<file path="config.mk">
export PLATFORM = sky130hd
export DESIGN_NAME = column_runs_to_row_spans_top_flat
export DESIGN_NICKNAME = d
export VERILOG_FILES = /design/src/rtl/core/crrs_pkg.sv /design/src/rtl/core/crrs_if.sv /design/src/rtl/core/crrs_ram.sv /design/src/rtl/core/column_runs_to_row_spans_top.sv /design/src/flat_wrapper.sv
export SDC_FILE = /design/constraint.sdc
export NUM_CORES = 1
export LEC_CHECK = 0
export BUFFER_PORTS_ARGS = -buffer_cell sky130_fd_sc_hd__buf_2
export CAP_MARGIN = 20
export CORE_MARGIN = 4
export CORE_UTILIZATION = 30
export DETAILED_ROUTE_END_ITERATION = 10
export PLACE_DENSITY = 0.45
export RECOVER_POWER = 50
export SYNTH_ARGS = -nofsm -noshare
export SYNTH_HDL_FRONTEND = slang
export SYNTH_SLANG_ARGS = --single-unit
export TNS_END_PERCENT = 10
</file>
<file path="constraint.sdc">
create_clock -name clk -period 5.5 [get_ports clk]
set_input_delay 0.275 -clock clk [delete_from_list [all_inputs] [get_ports clk]]
set_output_delay 0.275 -clock clk [all_outputs]
set_load 0.02 [all_outputs]
</file>
<file path="src/rtl/core/crrs_pkg.sv">
// ----------------------------------------------------------------------------
// crrs_pkg: shared types and constants for the column-to-row span block
// field widths of the column and span transactions, and the sequencer phases
// ----------------------------------------------------------------------------
package crrs_pkg;

	localparam int X_W   = 11;
	localparam int TOP_W = 7;
	localparam int ROW_W = 6;

	typedef struct packed {
		logic [X_W-1:0]   column_x;
		logic [TOP_W-1:0] column_top;
		logic [ROW_W-1:0] column_bottom;
		logic             plane_start;
	} col_t;

	typedef struct packed {
		logic [ROW_W-1:0] span_row;
		logic [X_W-1:0]   span_first_x;
		logic [X_W-1:0]   span_end_x;
		logic             span_last;
	} span_t;

	typedef enum logic [2:0] {
		PH_IDLE,
		PH_CLOSE_TOP,
		PH_CLOSE_BOT,
		PH_OPEN_TOP,
		PH_OPEN_BOT
	} phase_t;

endpackage

</file>
<file path="src/rtl/core/crrs_if.sv">
// ----------------------------------------------------------------------------
// crrs_if: valid/ready channels of the column-to-row span block
// one interface for incoming columns, one for outgoing row spans
// ----------------------------------------------------------------------------
interface crrs_col_if import crrs_pkg::*; ();
	logic valid;
	logic ready;
	col_t data;

	modport source (output valid, output data, input ready);
	modport sink   (input valid, input data, output ready);
endinterface

interface crrs_span_if import crrs_pkg::*; ();
	logic  valid;
	logic  ready;
	span_t data;

	modport source (output valid, output data, input ready);
	modport sink   (input valid, input data, output ready);
endinterface

</file>
<file path="src/rtl/core/crrs_ram.sv">
// ----------------------------------------------------------------------------
// crrs_ram: generic simple dual-port ram
// one write port, one read port with registered read data held when idle
// ----------------------------------------------------------------------------
module crrs_ram #(
	parameter int WIDTH = 11,
	parameter int DEPTH = 64
) (
	input  logic                     clk,
	input  logic                     we,
	input  logic [$clog2(DEPTH)-1:0] waddr,
	input  logic [WIDTH-1:0]         wdata,
	input  logic                     re,
	input  logic [$clog2(DEPTH)-1:0] raddr,
	output logic [WIDTH-1:0]         rdata
);

	logic [WIDTH-1:0] mem_q [DEPTH];

	always_ff @(posedge clk) begin
		if (we) begin
			mem_q[waddr] <= wdata;
		end
		if (re) begin
			rdata <= mem_q[raddr];
		end
	end

endmodule

</file>
<file path="src/rtl/core/column_runs_to_row_spans_top.sv">
// ----------------------------------------------------------------------------
// column_runs_to_row_spans_top: per-column vertical extents to row spans
//
// col carries one column per transaction: x, top row, bottom row and a
// plane start flag; an empty column is top = ROWS, bottom = 0. span carries
// one finished row span per transaction (row, opening x, current x) and
// span_last marks the final span caused by a column. a column that closes
// no row produces no span transaction.
// a small sequencer walks the rows one per cycle: first closing rows from
// the old top down and the old bottom up, then recording the current x for
// newly opened rows. the opening columns sit in a ram of ROWS entries with
// one read and one write port. col is not ready until the column is done. a
// span shows in the cycle after its row is visited. when span stalls, the
// walk stops at the next closing row until the waiting span is taken;
// opening steps continue.
// reset marks the previous column empty; the ram needs no clearing pass.
// ----------------------------------------------------------------------------
module column_runs_to_row_spans_top import crrs_pkg::*; #(
	parameter int ROWS = 64
) (
	input  logic               clk,
	input  logic               arst_n,
	crrs_col_if.sink           col,
	crrs_span_if.source        span
);

	localparam int AW = $clog2(ROWS);
	localparam logic [TOP_W-1:0] ROWS_V    = TOP_W'(ROWS);
	localparam logic [TOP_W-1:0] ROWS_M1_V = TOP_W'(ROWS - 1);
	localparam logic [TOP_W-1:0] ONE_V     = TOP_W'(1);

	phase_t state_q, state_d, act;

	logic [TOP_W-1:0] prev_top_q, prev_bottom_q;
	logic [TOP_W-1:0] t1_q, b1_q, t2_q, b2_q;
	logic [X_W-1:0]   x_q;

	logic [TOP_W-1:0] in_top, in_bottom;
	logic [TOP_W-1:0] t1p, b2p;
	logic             c_ct, c_cb, c_ot, c_ob;
	logic             at_ct, at_cb, at_ot, at_ob;
	logic             fire, accept;
	logic             step_ct, step_cb, step_ot, step_ob;
	logic             last_ct, last_cb;

	logic             span_valid_q;
	logic [ROW_W-1:0] span_row_q;
	logic [X_W-1:0]   span_end_q;
	logic             span_last_q;

	logic             ram_we, ram_re;
	logic [AW-1:0]    ram_waddr, ram_raddr;
	logic [X_W-1:0]   ram_rdata;

	// clamp the incoming extents to the screen
	always_comb begin
		in_top    = (col.data.column_top > ROWS_V) ? ROWS_V : col.data.column_top;
		in_bottom = ({1'b0, col.data.column_bottom} > ROWS_M1_V) ? ROWS_M1_V
		            : {1'b0, col.data.column_bottom};
	end

	assign accept = col.valid && col.ready;
	assign fire   = !span_valid_q || span.ready;

	assign t1p = TOP_W'(t1_q + ONE_V);
	assign b2p = TOP_W'(b2_q + ONE_V);

	assign c_ct = (t1_q < t2_q) && (t1_q <= b1_q);
	assign c_cb = (b1_q > b2_q) && (b1_q >= t1_q);
	assign c_ot = (t2_q < t1_q) && (t2_q <= b2_q);
	assign c_ob = (b2_q > b1_q) && (b2_q >= t2_q);

	// lookahead: is this the final closing step of the column
	assign last_ct = !(((t1p < t2_q) && (t1p <= b1_q)) || ((b1_q > b2_q) && (b1_q >= t1p)));
	assign last_cb = !((b1_q > b2p) && (b1_q > t1_q));

	// first phase at or after the current one that still has work
	always_comb begin
		at_ct = (state_q == PH_CLOSE_TOP);
		at_cb = at_ct || (state_q == PH_CLOSE_BOT);
		at_ot = at_cb || (state_q == PH_OPEN_TOP);
		at_ob = at_ot || (state_q == PH_OPEN_BOT);
		if (at_ct && c_ct) begin
			act = PH_CLOSE_TOP;
		end else if (at_cb && c_cb) begin
			act = PH_CLOSE_BOT;
		end else if (at_ot && c_ot) begin
			act = PH_OPEN_TOP;
		end else if (at_ob && c_ob) begin
			act = PH_OPEN_BOT;
		end else begin
			act = PH_IDLE;
		end
	end

	// next state
	always_comb begin
		case (state_q)
			PH_IDLE: begin
				state_d = col.valid ? PH_CLOSE_TOP : PH_IDLE;
			end
			PH_CLOSE_TOP, PH_CLOSE_BOT, PH_OPEN_TOP, PH_OPEN_BOT: begin
				state_d = act;
			end
			default: begin
				state_d = PH_IDLE;
			end
		endcase
	end

	// outputs of the sequencer
	always_comb begin
		col.ready = (state_q == PH_IDLE);
		step_ct   = (act == PH_CLOSE_TOP) && fire;
		step_cb   = (act == PH_CLOSE_BOT) && fire;
		step_ot   = (act == PH_OPEN_TOP);
		step_ob   = (act == PH_OPEN_BOT);
		ram_re    = step_ct || step_cb;
		ram_raddr = step_ct ? t1_q[AW-1:0] : b1_q[AW-1:0];
		ram_we    = step_ot || step_ob;
		ram_waddr = step_ot ? t2_q[AW-1:0] : b2_q[AW-1:0];
	end

	always_ff @(posedge clk or negedge arst_n) begin
		if (!arst_n) begin
			state_q       <= PH_IDLE;
			prev_top_q    <= ROWS_V;
			prev_bottom_q <= '0;
			span_valid_q  <= 1'b0;
		end else begin
			state_q <= state_d;
			if (accept) begin
				prev_top_q    <= in_top;
				prev_bottom_q <= in_bottom;
			end
			if (step_ct || step_cb) begin
				span_valid_q <= 1'b1;
			end else if (span.ready) begin
				span_valid_q <= 1'b0;
			end
		end
	end

	// walk registers
	always_ff @(posedge clk) begin
		if (accept) begin
			x_q  <= col.data.column_x;
			t2_q <= in_top;
			b2_q <= in_bottom;
			t1_q <= col.data.plane_start ? ROWS_V : prev_top_q;
			b1_q <= col.data.plane_start ? '0 : prev_bottom_q;
		end else begin
			if (step_ct) begin
				t1_q <= t1p;
			end
			if (step_cb) begin
				b1_q <= TOP_W'(b1_q - ONE_V);
			end
			if (step_ot) begin
				t2_q <= TOP_W'(t2_q + ONE_V);
			end
			if (step_ob) begin
				b2_q <= TOP_W'(b2_q - ONE_V);
			end
		end
		if (step_ct || step_cb) begin
			span_row_q  <= step_ct ? ROW_W'(t1_q) : ROW_W'(b1_q);
			span_end_q  <= x_q;
			span_last_q <= step_ct ? last_ct : last_cb;
		end
	end

	crrs_ram #(
		.WIDTH (X_W),
		.DEPTH (ROWS)
	) u_start_ram (
		.clk   (clk),
		.we    (ram_we),
		.waddr (ram_waddr),
		.wdata (x_q),
		.re    (ram_re),
		.raddr (ram_raddr),
		.rdata (ram_rdata)
	);

	assign span.valid = span_valid_q;
	assign span.data  = '{span_row:     span_row_q,
	                      span_first_x: ram_rdata,
	                      span_end_x:   span_end_q,
	                      span_last:    span_last_q};

endmodule
</file>
<file path="src/flat_wrapper.sv">
// flat-port wrapper written by rule: the top's interface ports become plain ports
module column_runs_to_row_spans_top_flat import crrs_pkg::*;
#(
	parameter int ROWS = 64
)
  (clk, arst_n, col_valid, col_data, col_ready, span_valid, span_data, span_ready);
  crrs_col_if col_i ();
  crrs_span_if span_i ();
  input  logic clk;
  input  logic arst_n;
  input wire logic [$bits(col_i.valid)-1:0] col_valid;
  input wire logic [$bits(col_i.data)-1:0] col_data;
  output wire logic [$bits(col_i.ready)-1:0] col_ready;
  output wire logic [$bits(span_i.valid)-1:0] span_valid;
  output wire logic [$bits(span_i.data)-1:0] span_data;
  input wire logic [$bits(span_i.ready)-1:0] span_ready;
  assign col_i.valid = col_valid;
  assign col_i.data = col_data;
  assign col_ready = col_i.ready;
  assign span_valid = span_i.valid;
  assign span_data = span_i.data;
  assign span_i.ready = span_ready;
  column_runs_to_row_spans_top #(.ROWS(ROWS)) u_core (.clk(clk), .arst_n(arst_n), .col(col_i), .span(span_i));
endmodule
</file>
After elaboration in Yosys (flattened, before gate mapping)
Memories as Yosys holds them, arrays and structs flattened. A register that Yosys moved wholly into a read port is not among the register bits.
Index checks and enable logic that the tools add are counted.
W data, S select, Z words.
{ "totals": {"ff_bits": 74, "ramBits": 704, "out_inout_bits": 31, "mem_count": 1, "wordCells": 96, "input_bits": 29} }
{ "op_classes": {"n_lt_le_gt_ge": 14, "reduce_logical": 31, "n_eq_ne": 8, "n_mux": 24, "add_sub_neg": 5} }
{ "memory_table": {"columns": ["memory", "words", "word_bits", "rd", "rd_ports_with_merged_regs", "wr", "line_no", "source"], "rows": [
  ["u_core.u_start_ram.mem_q", 64, 11, 1, 1, 1, "crrs_ram.sv:18", "logic [WIDTH-1:0] mem_q [DEPTH];"]
]} }
{ "op_table": {"columns": ["op", "n"], "rows": [
  ["$mux W7", 8],
  ["$mux W6", 5],
  ["$gt A7 B7 Y1", 4],
  ["$add A7 B1 Y7 const B", 3],
  ["$ge A7 B7 Y1", 3],
  ["$le A7 B7 Y1", 3],
  ["$lt A7 B7 Y1", 3],
  ["$logic_and A1 B1 Y1", 14],
  ["$sub A7 B1 Y7 const B", 2],
  ["$eq A3 B2 Y1 const B", 4],
  ["$mux W3", 4],
  ["$reduce_bool A2 Y1", 5],
  ["$gt A7 B7 Y1 const B", 1],
  ["$logic_or A1 B1 Y1", 7],
  ["$eq A3 B1 Y1 const B", 2],
  ["$eq A3 B3 Y1 const B", 2],
  ["$mux W1", 6],
  ["$pmux W3 S2", 1],
  ["$reduce_or A4 Y1", 1],
  ["$logic_not A1 Y1", 3],
  ["$logic_not A3 Y1", 1]
]} }

Logic depth before layout (Yosys ltp)
{ "depth": {"depth_word": 13, "mapped_depth": 17} }

By module
Synthesis repeated with hierarchy kept, for this count alone.
{ "unflattened": {"hier_cells": 1700, "hier_area_um2": 32073.3} }
{ "by_module_without_submodules": {"columns": ["module", "cells_each", "n_inst", "seq_area_each_um2", "area_per_inst_um2"], "rows": [
  ["crrs_ram", 1279, 1, 21470.6, 27596.5],
  ["column_runs_to_row_spans_top", 421, 1, 2128.3, 4476.8]
]} }

Least setup slack after synthesis
No wires, ideal clock.
{ "synth_timing": {"kind": "flip-flop to flip-flop", "from": "register u_core.t1_q[0]", "to": "register u_core.span_end_q[0] (enable)", "stages_incl_launch_ff": 9, "arrival_time_ns": 3.752, "required_ns": 5.075, "path_slack_ns": 1.323, "cell_sequence": "edfxtp_1 > inv_1 > ha_1 > a21bo_1 > a211oi_2 > o21bai_2 > nor4_1 > inv_1 > a21oi_1"} }
{ "synth_between": {"elab_chain_len": 9, "word_cells_on_any_way": 18, "classes_between": "order compare (4); eq/ne (2); mux (3); reduce/logical (9)"} }
{ "synth_rtl": {"columns": ["item", "line_no", "source"], "rows": [
  ["from (decl)", "column_runs_to_row_spans_top.sv:35", "logic [TOP_W-1:0] t1_q, b1_q, t2_q, b2_q;"],
  ["from (signal assigned)", "column_runs_to_row_spans_top.sv:150", "t1_q <= col.data.plane_start ? ROWS_V : prev_top_q;"],
  ["from (signal assigned)", "column_runs_to_row_spans_top.sv:154", "t1_q <= t1p;"],
  ["$lt A7 B7 Y1", "column_runs_to_row_spans_top.sv:70", "assign c_ot = (t2_q < t1_q) && (t2_q <= b2_q);"],
  ["$logic_and A1 B1 Y1", "column_runs_to_row_spans_top.sv:70", null],
  ["$logic_and A1 B1 Y1", "column_runs_to_row_spans_top.sv:87", "end else if (at_ot && c_ot) begin"],
  ["$mux W3", "column_runs_to_row_spans_top.sv:87", null],
  ["$mux W3", "column_runs_to_row_spans_top.sv:85", "end else if (at_cb && c_cb) begin"],
  ["$mux W3 *", "column_runs_to_row_spans_top.sv:83", "if (at_ct && c_ct) begin"],
  ["$eq A3 B1 Y1 or $eq A3 B2 Y1 (tied branches)", "column_runs_to_row_spans_top.sv:114, column_runs_to_row_spans_top.sv:115", null],
  ["$logic_and A1 B1 Y1 (on tied branches)", "column_runs_to_row_spans_top.sv:114, column_runs_to_row_spans_top.sv:115", null],
  ["$logic_or A1 B1 Y1 *", null, null],
  ["via u_core.ram_re", "column_runs_to_row_spans_top.sv:51", "logic ram_we, ram_re;"],
  ["to (signal assigned)", "column_runs_to_row_spans_top.sv:168", "span_end_q <= x_q;"],
  ["to (decl)", "column_runs_to_row_spans_top.sv:48", "logic [X_W-1:0] span_end_q;"]
]} }
The timed path passes the listed nets; every way through them passes the cells marked *.
A chain may end at the register's enable or synchronous reset.

Worst setup path in the final report
{ "layout_timing": {"from": "register u_core.t1_q[0]", "to": "register u_core.u_start_ram.rdata[6] (read register of u_core.u_start_ram.mem_q), data pin"} }
{ "layout_between": {"elab_chain_len": 9, "word_cells_on_any_way": 19, "classes_between": "order compare (4); eq/ne (2); mux (4); reduce/logical (9)"} }
{ "layout_rtl": {"columns": ["item", "line_no", "source"], "rows": [
  ["$lt A7 B7 Y1", "column_runs_to_row_spans_top.sv:70", null],
  ["$logic_and A1 B1 Y1", "column_runs_to_row_spans_top.sv:70", null],
  ["$logic_and A1 B1 Y1", "column_runs_to_row_spans_top.sv:87", null],
  ["$mux W3", "column_runs_to_row_spans_top.sv:87", null],
  ["$mux W3", "column_runs_to_row_spans_top.sv:85", null],
  ["$mux W3", "column_runs_to_row_spans_top.sv:83", null],
  ["$eq A3 B1 Y1 or $eq A3 B2 Y1 (tied branches)", "column_runs_to_row_spans_top.sv:114, column_runs_to_row_spans_top.sv:115", null],
  ["$logic_and A1 B1 Y1 (on tied branches)", "column_runs_to_row_spans_top.sv:114, column_runs_to_row_spans_top.sv:115", null],
  ["$mux W6 or $logic_or A1 B1 Y1 (tied branches)", "column_runs_to_row_spans_top.sv:119, column_runs_to_row_spans_top.sv:118", null],
  ["to (decl)", "crrs_ram.sv:15", "output logic [WIDTH-1:0] rdata"]
]} }
Parallel ways exist; a longest one is shown, timed or not.

==> run metrics <==
RSZ-0062 raised after global routing false; Die W 343 um; pin count of the biggest net entering global routing 177; Core Rows 122; sw frac 0.401; Initial Util 0.303; violated checks max-capacitance violations, max-slew violations; area of the core 111000 um2; switching power 0.00922 W; vias in the first global route 22200; syn avg cell area 13.4 um2; Final Util 0.356; Setup violations, final 0; Setup Total Neg Slack 0 ns; final max-slew violation count 761; P&R area growth vs syn 17.3%; clk root buf clkbuf_16; Max Cap Viol 12; Seq cells post-synth 789; # IOs 60; ys async rst share 0.0215; first element of the critical path u_core.t1_q[0]$_DFFE_PP_; CP Max Fanout 176; clk_skew 0.0285 ns; Starting DRT DRC Count 2354; FF-to-FF Start u_core.t1_q[0]$_DFFE_PP_; CP max-delay cell o41ai_1; reg2reg end u_core.u_start_ram.rdata[6]$_DFFE_PP_; remaining global-route overflow 0; GPL Wtd Cong 0.846; clock network fraction of design power 0.253; remaining antenna violation count after routing 0; Tot GR Track Use 0.177; DR pass1 iterations 6; Worst-Margin Slew 4.04 ns; Yosys warning count 0; H-tree depth 3; status finished with violations; CP Capture Type flip-flop; CP peak stage delay 0.97 ns; Leakage 13.2 nW; initial antenna violation count 7; HP Start span_ready; Required @ worst endpoint 5.89 ns; Arr. time, crit path 5.77 ns; clock sink count 789; clock insertion delay at the later pin of the skew report 0.66 ns; first-pass GRT wire length 155000 um; average routed wire per standard cell 25.3 um; power share of the combinational group 0.404; max-slew headroom at the worst pin -1.69; period utilization 0.978; critical path type reg -> reg; total CTS buffers 87; final WL 106000 um; register area share after synthesis 0.701; DIE AREA 118000 um2; DRC 0; startpoint types flip-flop; Clock Pin Slew Worst Setup and Hold Paths 0.07 ns; vias per cell 5.31; share of layout cells above drive strength 1 0.127; worst hold stages 4; critical-path cell list inv_1, ha_1, a21bo_1, a211oi_2, o21ba_2, a21oi_4, buf_12, o21ai_0, a21oi_1, o41ai_1, nand2_1, or4_1; Hold Crit Class in -> reg; hold endpoint u_core.span.valid$_DFFE_PN0P_; Syn Inst Count 2512; Gates resized, CTS repair 0; Internal 0.0138 W; R2R cell count 12; Post-synth EDFFs 771; Max VDD drop 0.347 mV; Clock Tree Buf Depth 3; n_diodes 0; DR vias 22400; Die Y 343 um; FMAX 186 MHz; number of port buffers 59; synthesized area 33700 um2; Post-Syn Nets 2595; Synth cell types 73; DP Wirelength 62600 um; top_reg_cell synth edfxtp_1; CTS tree done; Fin. Hold Viols 0; minimum clock period 5.38 ns; FF-to-FF setup slack 0.12 ns; nets@finish 2733; share of power burned in registers 0.343; pwr dens 582 nW/um2
area by class of cell:
type / count / area [um2]
multi-input combinational: 1493 / 9220
timing repair buffer: 239 / 1800
clock buffer: 105 / 2350
tap: 1488 / 1860
inverter: 40 / 151
sequential: 789 / 23600
fill: 10700 / 71500
clock inverter: 55 / 478
cell usage in the layout (no fill, tap or decap), types with 6 or more instances in the layout:
cell type and count:
edfxtp_1 771, o21ai_0 247, nand3_1 216, a21oi_1 193
nand2_1 148, buf_4 126, and3_1 110, nor2_1 97
clkbuf_16 92, a211oi_1 77, clkbuf_1 57, o41ai_1 55
ha_1 54, inv_1 37, or4_1 34, mux2i_1 29
buf_2 27, clkinv_2 26, xnor2_1 25, dlygate4sd3_1 25
a32o_1 21, nor3_1 18, nand3b_1 16, dfrtp_1 16
clkinv_1 14, buf_12 13, a21boi_0 11, mux2_1 11
a31o_2 10, o31ai_1 10, o311ai_1 8, a21o_1 7
nor2b_1 7, o21a_1 7, bufinv_16 7, nand4_1 6
nor4_1 6
cell families after synthesis:
logic type      count (synthesis)  synth area share
fa+ha+maj                      54            0.0201
flops                         789             0.701
simple gates                  677             0.102
xor+xnor                       27           0.00703
compound gates                685             0.126
buf+inv                       230            0.0283
mux                            50            0.0156
worst max-delay path, delay by kind of cell (launching register included):
kind	cells	cell delay (ns)
and+or+nand+nor	2	0.90
adders and majority gates	1	0.37
DFF	1	0.65
AOI/OAI and AO/OA	7	2.44
buffers and inverters	2	0.53
sequential cells by signal, summed over array words and instances, names as in the netlist, 3 cells and up:
| signal | cells |
|---|---|
| u_core.u_start_ram.mem_q | 704 |
| u_core.span_end_q | 11 |
| u_core.u_start_ram.rdata | 11 |
| u_core.x_q | 11 |
| u_core.b1_q | 7 |
| u_core.b2_q | 7 |
| u_core.prev_top_q | 7 |
| u_core.t1_q | 7 |
| u_core.t2_q | 7 |
| u_core.prev_bottom_q | 6 |
| u_core.span_row_q | 6 |
| u_core.state_q | 3 |
what timing repair did:
item	CTS	global route
buffers inserted	0	0
hold buffers	25	0
hold endpoints to repair	50	0
Yosys cell counts (19+ instances only):
cell / instances / area, um2
xnor2_1: 25 / 219
and3_1: 110 / 688
a211oi_1: 77 / 578
nor2_1: 97 / 364
edfxtp_1: 771 / 23200
buf_2: 47 / 235
nor3_1: 19 / 95.1
o41ai_1: 55 / 482
nand3_1: 216 / 1080
mux2i_1: 33 / 330
clkbuf_1: 125 / 469
ha_1: 54 / 676
a32o_1: 21 / 210
inv_1: 38 / 143
nand2_1: 148 / 556
or4_1: 34 / 255
o21ai_0: 247 / 1240
a21oi_1: 194 / 971
per-stage QoR:
stage | area (um2) | setup WS (ns) | total power (W) | hold WS [ns] | instances
floorplan | 33700 | 1.32 | 0.0134 | -0.0206 | 2512
global placement | 36300 | 0.233 | 0.0172 | 0.258 | 4009
detailed placement | 36400 | 0.303 | 0.0173 | 0.262 | 4016
CTS | 39500 | 0.289 | 0.0232 | 0.0870 | 4201
global route | 39500 | 0.0649 | 0.0242 | 0.179 | 4209
finish | 39500 | 0.123 | 0.0230 | 0.172 | 4209
worst max path at each step:
stage | endpoint | slack [ns] | cells past startpoint
floorplan | u_core.span_end_q[0]$_DFFE_PP_ | 1.32 | 8
global placement | u_core.u_start_ram.rdata[6]$_DFFE_PP_ | 0.23 | 12
detailed placement | u_core.u_start_ram.rdata[6]$_DFFE_PP_ | 0.30 | 12
CTS | u_core.u_start_ram.rdata[6]$_DFFE_PP_ | 0.29 | 12
global route | u_core.u_start_ram.rdata[6]$_DFFE_PP_ | 0.06 | 13
finish | u_core.u_start_ram.rdata[6]$_DFFE_PP_ | 0.12 | 12
power groups by stage:
stage	clock (W)	combinational, W	sequential [W]
global route	0.00618	0.0101	0.00793
global placement	0	0.00929	0.00795
detailed placement	0	0.00935	0.00795
finish	0.00581	0.00929	0.00789
floorplan	0	0.00539	0.00803
CTS	0.00593	0.00940	0.00783
metal layers:
| layer | vias up | track usage | wire [um] |
|---|---|---|---|
| met4 | 2 | 0.0499 | 2850 |
| met3 | 156 | 0.0248 | 5470 |
| met2 | 703 | 0.279 | 48800 |
| met5 | - | 0 | 13 |
| met1 | 11500 | 0.255 | 49100 |
| li1 | 10100 | - | - |
(Power assumes the default switching activity.)
